$ cat src/rtl/locked_section_dirty_tracker_macros.svh
// Assertion macros shared by the locked section tracker modules.
`ifndef LOCKED_SECTION_DIRTY_TRACKER_MACROS_SVH
`define LOCKED_SECTION_DIRTY_TRACKER_MACROS_SVH

`ifndef ASSERT_OFF
// Checked at every rising edge outside reset.
`define LSDT_ASSERT(label, prop, msg) \
  label: assert property (@(posedge clk) disable iff (rst) (prop)) else $error(msg);
// Checked at every rising edge, reset included.
`define LSDT_ASSERT_ALWAYS(label, prop, msg) \
  label: assert property (@(posedge clk) (prop)) else $error(msg);
`else
`define LSDT_ASSERT(label, prop, msg)
`define LSDT_ASSERT_ALWAYS(label, prop, msg)
`endif

`endif

$ cat src/rtl/lsdt_pkg.sv
// Shared constants, codes and controller/datapath interface types.
`default_nettype none

package lsdt_pkg;

  localparam int MAX_SECTIONS = 32;
  localparam int IDX_W        = $clog2(MAX_SECTIONS);
  localparam int CNT_W        = 6;
  localparam int SEC_W        = 8;
  localparam int REQ_W        = 3;
  localparam int KIND_W       = 2;

  // Request codes.
  localparam logic [REQ_W-1:0] REQ_RESIZE = 3'd0;
  localparam logic [REQ_W-1:0] REQ_MARK   = 3'd1;
  localparam logic [REQ_W-1:0] REQ_BEGIN  = 3'd2;
  localparam logic [REQ_W-1:0] REQ_END    = 3'd3;
  localparam logic [REQ_W-1:0] REQ_ALL    = 3'd4;

  // Result kinds.
  localparam logic [KIND_W-1:0] KIND_ACK    = 2'd0;
  localparam logic [KIND_W-1:0] KIND_END    = 2'd1;
  localparam logic [KIND_W-1:0] KIND_REPORT = 2'd2;
  localparam logic [KIND_W-1:0] KIND_DONE   = 2'd3;

  // Commands from the controller; at most one is high in a cycle.
  typedef struct packed {
    logic exec;
    logic trim_dec;
    logic emit_end;
    logic scan_report;
    logic scan_skip;
    logic scan_done;
  } lsdt_cmd_t;

  // Status from the datapath.
  typedef struct packed {
    logic out_free;
    logic req_trim;
    logic req_all;
    logic trim_more;
    logic scan_at_end;
    logic scan_dirty;
  } lsdt_sts_t;

endpackage

`default_nettype wire

$ cat src/rtl/lsdt_datapath.sv
// Section flag table, tracked length, scan pointer and output word register.
`default_nettype none
`include "locked_section_dirty_tracker_macros.svh"

module lsdt_datapath import lsdt_pkg::*; (
  input  wire logic               clk,
  input  wire logic               rst,
  input  wire lsdt_cmd_t          cmd,
  output lsdt_sts_t               sts,
  input  wire logic [REQ_W-1:0]   in_req,
  input  wire logic [SEC_W-1:0]   in_arg,
  input  wire logic               out_ready,
  output logic                    out_valid,
  output logic [KIND_W-1:0]       out_kind,
  output logic [SEC_W-1:0]        out_section,
  output logic                    out_was_dirty,
  output logic                    out_error,
  output logic [CNT_W-1:0]        out_count,
  output logic                    out_last
);

  // A section is released (neither bit), clean (locked only) or dirty (both).
  logic [MAX_SECTIONS-1:0] locked, locked_next;
  logic [MAX_SECTIONS-1:0] dirty, dirty_next;
  logic [CNT_W-1:0]        length, length_next;
  logic [CNT_W-1:0]        ptr;
  logic [SEC_W-1:0]        sec_hold;
  logic                    was_dirty_hold;

  logic [IDX_W-1:0]        arg_idx;
  logic [IDX_W-1:0]        top_idx;
  logic [IDX_W-1:0]        ptr_idx;
  logic [SEC_W-1:0]        len_ext;
  logic                    resize_err;
  logic                    begin_err;
  logic                    end_err;
  logic [MAX_SECTIONS-1:0] len_mask;

  logic                    ld;
  logic [KIND_W-1:0]       ld_kind;
  logic [SEC_W-1:0]        ld_section;
  logic                    ld_was_dirty;
  logic                    ld_error;
  logic [CNT_W-1:0]        ld_count;
  logic                    ld_last;

  // Request decode and bounds checks.
  assign arg_idx    = in_arg[IDX_W-1:0];
  assign len_ext    = SEC_W'(length);
  assign resize_err = in_arg > SEC_W'(MAX_SECTIONS);
  assign begin_err  = in_arg >= SEC_W'(MAX_SECTIONS);
  assign end_err    = in_arg >= len_ext;
  assign top_idx    = IDX_W'(length - CNT_W'(1));
  assign ptr_idx    = ptr[IDX_W-1:0];

  // Status towards the controller.
  always_comb begin
    sts.out_free    = !out_valid || out_ready;
    sts.req_trim    = (in_req == REQ_END) && !end_err;
    sts.req_all     = (in_req == REQ_ALL);
    sts.trim_more   = (length != '0) && !locked[top_idx];
    sts.scan_at_end = ptr >= length;
    sts.scan_dirty  = dirty[ptr_idx];
  end

  // Next state of the flag table and the tracked length.
  always_comb begin
    locked_next = locked;
    dirty_next  = dirty;
    length_next = length;
    if (cmd.exec) begin
      case (in_req)
        REQ_RESIZE: begin
          if (!resize_err && in_arg != '0) begin
            for (int i = 0; i < MAX_SECTIONS; i++) begin
              if (SEC_W'(i) >= in_arg) begin
                locked_next[i] = 1'b0;
                dirty_next[i]  = 1'b0;
              end
            end
            length_next = CNT_W'(in_arg);
          end
        end
        REQ_MARK: begin
          dirty_next = locked;
        end
        REQ_BEGIN: begin
          if (!begin_err) begin
            locked_next[arg_idx] = 1'b1;
            dirty_next[arg_idx]  = 1'b0;
            if (in_arg >= len_ext) begin
              length_next = CNT_W'(in_arg) + CNT_W'(1);
            end
          end
        end
        REQ_END: begin
          if (!end_err) begin
            locked_next[arg_idx] = 1'b0;
            dirty_next[arg_idx]  = 1'b0;
          end
        end
        default: begin
        end
      endcase
    end else if (cmd.trim_dec) begin
      length_next = length - CNT_W'(1);
    end else if (cmd.scan_done) begin
      locked_next = '0;
      dirty_next  = '0;
      length_next = '0;
    end
  end

  // Result word to be loaded into the output register.
  always_comb begin
    ld           = 1'b0;
    ld_kind      = KIND_ACK;
    ld_section   = '0;
    ld_was_dirty = 1'b0;
    ld_error     = 1'b0;
    ld_count     = length_next;
    ld_last      = 1'b1;
    priority if (cmd.exec) begin
      case (in_req)
        REQ_RESIZE: begin
          ld       = 1'b1;
          ld_error = resize_err;
        end
        REQ_BEGIN: begin
          ld       = 1'b1;
          ld_error = begin_err;
        end
        REQ_END: begin
          // Only the out-of-range answer is given at once; a valid one waits for trimming.
          ld         = end_err;
          ld_kind    = KIND_END;
          ld_section = in_arg;
          ld_error   = 1'b1;
        end
        REQ_ALL: begin
          ld = 1'b0;
        end
        default: begin
          ld = 1'b1;
        end
      endcase
    end else if (cmd.emit_end) begin
      ld           = 1'b1;
      ld_kind      = KIND_END;
      ld_section   = sec_hold;
      ld_was_dirty = was_dirty_hold;
    end else if (cmd.scan_report) begin
      ld         = 1'b1;
      ld_kind    = KIND_REPORT;
      ld_section = SEC_W'(ptr);
      ld_count   = '0;
      ld_last    = 1'b0;
    end else if (cmd.scan_done) begin
      ld       = 1'b1;
      ld_kind  = KIND_DONE;
      ld_count = '0;
    end else begin
      ld = 1'b0;
    end
  end

  // Table state.
  always_ff @(posedge clk) begin
    if (rst) begin
      locked <= '0;
      dirty  <= '0;
      length <= '0;
    end else begin
      locked <= locked_next;
      dirty  <= dirty_next;
      length <= length_next;
    end
  end

  // Scan pointer and the end-lock answer held over trimming.
  always_ff @(posedge clk) begin
    if (cmd.exec && in_req == REQ_ALL) begin
      ptr <= '0;
    end else if (cmd.scan_report || cmd.scan_skip) begin
      ptr <= ptr + CNT_W'(1);
    end
    if (cmd.exec && in_req == REQ_END && !end_err) begin
      sec_hold       <= in_arg;
      was_dirty_hold <= !locked[arg_idx] || dirty[arg_idx];
    end
  end

  // Output word register.
  always_ff @(posedge clk) begin
    if (rst) begin
      out_valid <= 1'b0;
    end else if (ld) begin
      out_valid <= 1'b1;
    end else if (out_ready) begin
      out_valid <= 1'b0;
    end
  end

  always_ff @(posedge clk) begin
    if (ld) begin
      out_kind      <= ld_kind;
      out_section   <= ld_section;
      out_was_dirty <= ld_was_dirty;
      out_error     <= ld_error;
      out_count     <= ld_count;
      out_last      <= ld_last;
    end
  end

  // Mask of the entries below the tracked length.
  always_comb begin
    for (int i = 0; i < MAX_SECTIONS; i++) begin
      len_mask[i] = CNT_W'(i) < length;
    end
  end

  `LSDT_ASSERT(a_dirty_is_locked, (dirty & ~locked) == '0, "dirty entry is not locked")
  `LSDT_ASSERT(a_tail_released, (locked & ~len_mask) == '0, "locked entry beyond length")
  `LSDT_ASSERT(a_length_bound, length <= CNT_W'(MAX_SECTIONS), "length beyond table size")
  `LSDT_ASSERT(a_load_free, ld |-> sts.out_free, "output word overwritten")

endmodule

`default_nettype wire

$ cat src/rtl/lsdt_ctrl.sv
// Request sequencer: accepts requests, trims after end lock, walks the table for end-all.
`default_nettype none
`include "locked_section_dirty_tracker_macros.svh"

module lsdt_ctrl import lsdt_pkg::*; (
  input  wire logic      clk,
  input  wire logic      rst,
  input  wire logic      in_valid,
  output logic           in_ready,
  input  wire lsdt_sts_t sts,
  output lsdt_cmd_t      cmd
);

  localparam logic [1:0] ST_IDLE = 2'd0;
  localparam logic [1:0] ST_TRIM = 2'd1;
  localparam logic [1:0] ST_SCAN = 2'd2;

  logic [1:0] state, state_next;

  // Next state and command decode.
  always_comb begin
    cmd        = '0;
    state_next = state;
    in_ready   = (state == ST_IDLE) && sts.out_free;
    case (state)
      ST_IDLE: begin
        if (in_valid && in_ready) begin
          cmd.exec = 1'b1;
          if (sts.req_trim) begin
            state_next = ST_TRIM;
          end else if (sts.req_all) begin
            state_next = ST_SCAN;
          end
        end
      end
      ST_TRIM: begin
        // Drop one trailing released entry a cycle, then answer.
        if (sts.trim_more) begin
          cmd.trim_dec = 1'b1;
        end else if (sts.out_free) begin
          cmd.emit_end = 1'b1;
          state_next   = ST_IDLE;
        end
      end
      ST_SCAN: begin
        // One entry a cycle; a dirty one waits for room in the output register.
        if (!sts.scan_at_end) begin
          if (!sts.scan_dirty) begin
            cmd.scan_skip = 1'b1;
          end else if (sts.out_free) begin
            cmd.scan_report = 1'b1;
          end
        end else if (sts.out_free) begin
          cmd.scan_done = 1'b1;
          state_next    = ST_IDLE;
        end
      end
      default: begin
        state_next = ST_IDLE;
      end
    endcase
  end

  always_ff @(posedge clk) begin
    if (rst) begin
      state <= ST_IDLE;
    end else begin
      state <= state_next;
    end
  end

  `LSDT_ASSERT(a_ready_idle, in_ready |-> state == ST_IDLE, "request taken while busy")
  `LSDT_ASSERT(a_cmd_onehot, $onehot0(cmd), "more than one command in a cycle")
  `LSDT_ASSERT(a_trim_exit,
    (state == ST_TRIM && !sts.trim_more && sts.out_free) |=> state == ST_IDLE,
    "trim did not finish")

endmodule

`default_nettype wire

$ cat src/rtl/locked_section_dirty_tracker.sv
// Top level: accepts requests from the input stream and registers each result word.
// Resize, mark dirty, begin lock and out-of-range requests each give one word.
// End lock: trims trailing released entries from the length, then gives one word.
// End-all: walks each tracked entry, gives a word per dirty entry, then a closing word.
// Output stalls hold request acceptance and every result word. Reset releases every entry and zeroes the length.
`default_nettype none

module locked_section_dirty_tracker import lsdt_pkg::*; (
  input  wire logic         clk,
  input  wire logic         rst,
  input  wire logic         s_axis_tvalid,
  output logic              s_axis_tready,
  input  wire logic [7:0]   s_axis_tdata,   // section_or_count[7:0]
  input  wire logic [2:0]   s_axis_tuser,   // req_type[2:0]
  output logic              m_axis_tvalid,
  input  wire logic         m_axis_tready,
  output logic [15:0]       m_axis_tdata,   // section[7:0], was_dirty[8], error[9],
                                            // tracked_count[15:10]
  output logic [1:0]        m_axis_tuser,   // result_kind[1:0]
  output logic              m_axis_tlast    // last
);

  lsdt_cmd_t         cmd;
  lsdt_sts_t         sts;
  logic [SEC_W-1:0]  section;
  logic              was_dirty;
  logic              error;
  logic [CNT_W-1:0]  tracked_count;

  lsdt_ctrl u_ctrl (
    .clk      (clk),
    .rst      (rst),
    .in_valid (s_axis_tvalid),
    .in_ready (s_axis_tready),
    .sts      (sts),
    .cmd      (cmd)
  );

  lsdt_datapath u_datapath (
    .clk           (clk),
    .rst           (rst),
    .cmd           (cmd),
    .sts           (sts),
    .in_req        (s_axis_tuser),
    .in_arg        (s_axis_tdata),
    .out_ready     (m_axis_tready),
    .out_valid     (m_axis_tvalid),
    .out_kind      (m_axis_tuser),
    .out_section   (section),
    .out_was_dirty (was_dirty),
    .out_error     (error),
    .out_count     (tracked_count),
    .out_last      (m_axis_tlast)
  );

  // Pack the result word.
  assign m_axis_tdata = {tracked_count, error, was_dirty, section};

endmodule

`default_nettype wire
$ cat config.mk
export PLATFORM = sky130hd
export DESIGN_NAME = locked_section_dirty_tracker
export DESIGN_NICKNAME = d
export VERILOG_FILES = /design/src/rtl/lsdt_pkg.sv /design/src/rtl/lsdt_datapath.sv /design/src/rtl/lsdt_ctrl.sv /design/src/rtl/locked_section_dirty_tracker.sv
export VERILOG_INCLUDE_DIRS = /design/src /design/src/rtl
export SDC_FILE = /design/constraint.sdc
export NUM_CORES = 1
export LEC_CHECK = 0
export BUFFER_PORTS_ARGS = -buffer_cell sky130_fd_sc_hd__buf_4
export CORE_MARGIN = 2
export CORE_UTILIZATION = 60
export CTS_BUF_LIST = sky130_fd_sc_hd__clkbuf_4
export DETAILED_ROUTE_END_ITERATION = 10
export PLACE_DENSITY = 0.78
export SETUP_SLACK_MARGIN = 0.1
export SYNTH_ARGS = -nofsm -noshare
export SYNTH_HDL_FRONTEND = slang
export SYNTH_SLANG_ARGS = --single-unit
$ cat constraint.sdc
create_clock -name clk -period 10.03 [get_ports clk]
set_input_delay 1.003 -clock clk [delete_from_list [all_inputs] [get_ports clk]]
set_output_delay 1.003 -clock clk [all_outputs]
set_load 0.05 [all_outputs]
==> impl_metrics.yaml <==
run_status:
  outcome: "complete, no violations"
grt:
  grt_pass1_wl_mm: 41.6
  grt_pass1_vias: 7414
  grt_max_degree: 46
  grt-ovfl-total: 0
  antenna_found_initial: 1
  grt_usage: 0.405
layout:
  layout_common_cells: "90 x nand2_1, 79 x dfxtp_1, 58 x a21oi_1"
  fin_area_sq_mm: 0.00799
  final_nets: 887
  layout-drive-gt1-share: 0.139
  mostFrequentLayoutCell: "nand2_1"
  fin_cells: 1029
  finish.utilization: 0.639
  syn_to_final_growth_pct: 4.40
routing:
  drt-pass1-iter-count: 6
  wl_per_cell_um: 26.1
  antenna_left: 0
  post_drt_via_cell_ratio: 7.66
  routed_wl_mm: 26.9
  drc: 0
  vias: 7883
  drtIter0Drc: 1228
min_path:
  min_delay_worst_endpoint: "u_ctrl.state[1]"
  min_path_type: "register to register"
  hold_path_depth: 2
  hp-start: "u_ctrl.state[1]"
placed_design:
  dp_cells: 1012
  placed_area_sq_mm: 0.00787
  hpwlAfterDp_mm: 17.5
  portBuffers: 35
  gp_congestion: 0.992
worst_setup_path:
  regToRegEndpoint: "u_datapath.locked[2]"
  crit_slowest_cell: "a31oi_4"
  r2r_cells: 11
  cp-end-kind: "register"
  cpPeakStageDelay_ps: 1100
  crit_chain: "buf_4 > inv_1 > ha_1 > mux4_2 > o21ai_0 > nand3_1 > o2111ai_2 > nand3_4 > a31oi_4 > a2111oi_0 > o32ai_1"
  critPathMaxFanout: 38
  cp_data_required_time_ps: 10460
  critical_path_arrival_ps: 4840
  r2r-start: "u_datapath.length[0]"
  r2r_slack_ps: 5620
  path_class: "register to register"
  crit_path_start_kind: "register"
timing:
  finalSetupViolations: 0
  fin_crit_sh: 0.440
  worst_pin_slew_ps: 1280
  finalHoldViolCount: 0
  setup_tns_ps: 0
  fin_skew_ps: 25.5
  rsz0062_at_grt: "no"
  slew_headroom: 0.145
  layout_min_cycle_time_ps: 4410
  slew_viol_final: 0
  max_freq_mhz: 227
die:
  die_area_sq_mm: 0.0137
  die_y_um: 117
  num_rows: 41
  core_area_sq_mm: 0.0125
  die_w_um: 117
  start_util: 0.612
  io_pins: 36
cts:
  clkTransAtPathRegs_ps: 170
  cts_tree: "yes"
  root_buffer: "clkbuf_4"
  post_cts_buffers: 0
  hold_buffers: 0
  clk_latency_ps: 520
  h-tree-depth: 3
  cts_sinks: 107
  cts_resized: 0
  clockBufferDepth: 2
  cts_buffers: 9
logic_synthesis:
  synth_nets: 909
  synth_cell_types: 77
  yosys_warnings: 0
  synth-seq-cells: 107
  synth_area_sq_mm: 0.00766
  synth-edff-count: 28
  synthFlopType: "dfxtp_1"
  ys_seq_area_frac: 0.316
  synth-async-reset-ratio: 0
  postSynthAreaPerCell_sq_um: 8.77
  syn-instance-count: 873
job:
  max_cap_violations: 0
power_and_ir_drop:
  finalPower_mw: 1.27
  peakVddDrop_v: 0.0000684
  powerDensity_mw_per_mm2: 159
  cellInternalPower_mw: 0.695
  pwr-share-seq: 0.416
  p_leak_nw: 2.67
  power_frac_comb: 0.415
  sw_frac_of_total: 0.453
  net-switching-power_mw: 0.575
  clockPowerShare: 0.169
==> metal layers <==
layer  vias to the layer above  routed length (um)  GRT usage
li1                       3379                   -          -
met1                      3667                9870      0.522
met2                       691               11700      0.605
met3                       146                3470     0.0942
met4                         0                1850      0.275
met5                         -                   0     0.0148
==> power by group through the flow <==
stage	Clock, mW	Combinational (mW)	Sequential (mW)
finish	0.215	0.527	0.528
global route	0.233	0.558	0.533
CTS	0.214	0.515	0.527
detailed placement	0	0.514	0.537
global placement	0	0.504	0.536
floorplan	0	0.315	0.598
==> metrics by stage <==
| step | setup WS (ps) | hold WS [ps] |
|---|---|---|
| 4_1_cts | 5800 | 502 |
| 6_report | 5620 | 501 |
| 2_1_floorplan | 5040 | 455 |
| 5_1_grt | 5470 | 534 |
| 3_5_place_dp | 5560 | 482 |
| 3_3_place_gp | 5740 | 467 |
==> critical path: cells and delay by family, from the launching register on <==
| kind | cells | cell delay [ps] |
|---|---|---|
| flip-flops | 1 | 350 |
| AND/OR/NAND/NOR | 2 | 400 |
| AO/OA/AOI/OAI | 5 | 1900 |
| adder cells (fa/ha/maj) | 1 | 720 |
| multiplexers | 1 | 500 |
| buffers and inverters | 2 | 430 |
==> cells in the mapped netlist, types with 6 or more instances <==
master	instances	area share
nor2_1	56	0.027
o41ai_1	20	0.023
buf_6	6	0.0088
nor3_1	15	0.0098
or4_1	20	0.020
a21o_1	14	0.014
buf_2	11	0.0072
ha_1	21	0.034
a32o_1	12	0.016
nand2_1	90	0.044
inv_1	28	0.014
mux2i_1	14	0.018
o21a_1	6	0.0059
mux4_2	28	0.082
o21ai_0	46	0.030
a32oi_1	22	0.025
nand2b_1	8	0.0065
or3_1	6	0.0049
o32ai_1	9	0.010
nand4_1	6	0.0049
dfxtp_1	79	0.21
a21oi_1	58	0.038
nand3_1	34	0.022
o21ai_1	8	0.0052
edfxtp_1	28	0.11
a2111oi_0	6	0.0069
and3_1	10	0.0082
nor3b_1	10	0.0098
a31oi_1	11	0.0090
buf_4	6	0.0059
clkbuf_1	54	0.026
o211ai_1	13	0.013
o31ai_1	16	0.016
a211oi_1	7	0.0069
o311ai_0	10	0.011
==> sequential cells by signal, summed over array words and instances (netlist names) <==
name / count
u_datapath.out_kind: 2
u_datapath.dirty: 32
u_ctrl.state: 2
u_datapath.sec_hold: 8
u_datapath.length: 6
u_datapath.was_dirty_hold: 1
u_datapath.out_valid: 1
u_datapath.locked: 32
u_datapath.out_error: 1
u_datapath.out_last: 1
u_datapath.out_count: 6
u_datapath.out_was_dirty: 1
u_datapath.ptr: 6
u_datapath.out_section: 8
==> cells by family after synthesis <==
family	synth area share
compound gates	0.289
simple gates	0.186
buf+inv	0.0645
flops	0.316
mux	0.101
fa+ha+maj	0.0343
xor+xnor	0.00915
==> how the worst max path moves through the flow <==
stage                                         end  slack, ps  cells after the start            startpoint
after floorplan           u_datapath.out_count[0]       5040                     10       s_axis_tdata[0]
after global placement       u_datapath.dirty[10]       5740                     11       s_axis_tdata[0]
after detailed placement     u_datapath.dirty[10]       5560                     11       s_axis_tdata[0]
after CTS                    u_datapath.locked[2]       5800                     11  u_datapath.length[0]
after global routing         u_datapath.locked[5]       5470                     11  u_datapath.length[0]
final                        u_datapath.locked[2]       5620                     11  u_datapath.length[0]
==> layout make-up <==
| class | instances | area, sq um |
|---|---|---|
| antenna | 1 | 2.50 |
| clock buffer | 11 | 82.6 |
| clock inverter | 5 | 37.5 |
| fill | 1095 | 4520 |
| inverter | 30 | 113 |
| multi-input combinational | 656 | 4770 |
| sequential | 107 | 2420 |
| tap | 172 | 215 |
| timing repair buffer | 47 | 353 |
(Power assumes the default switching activity.)
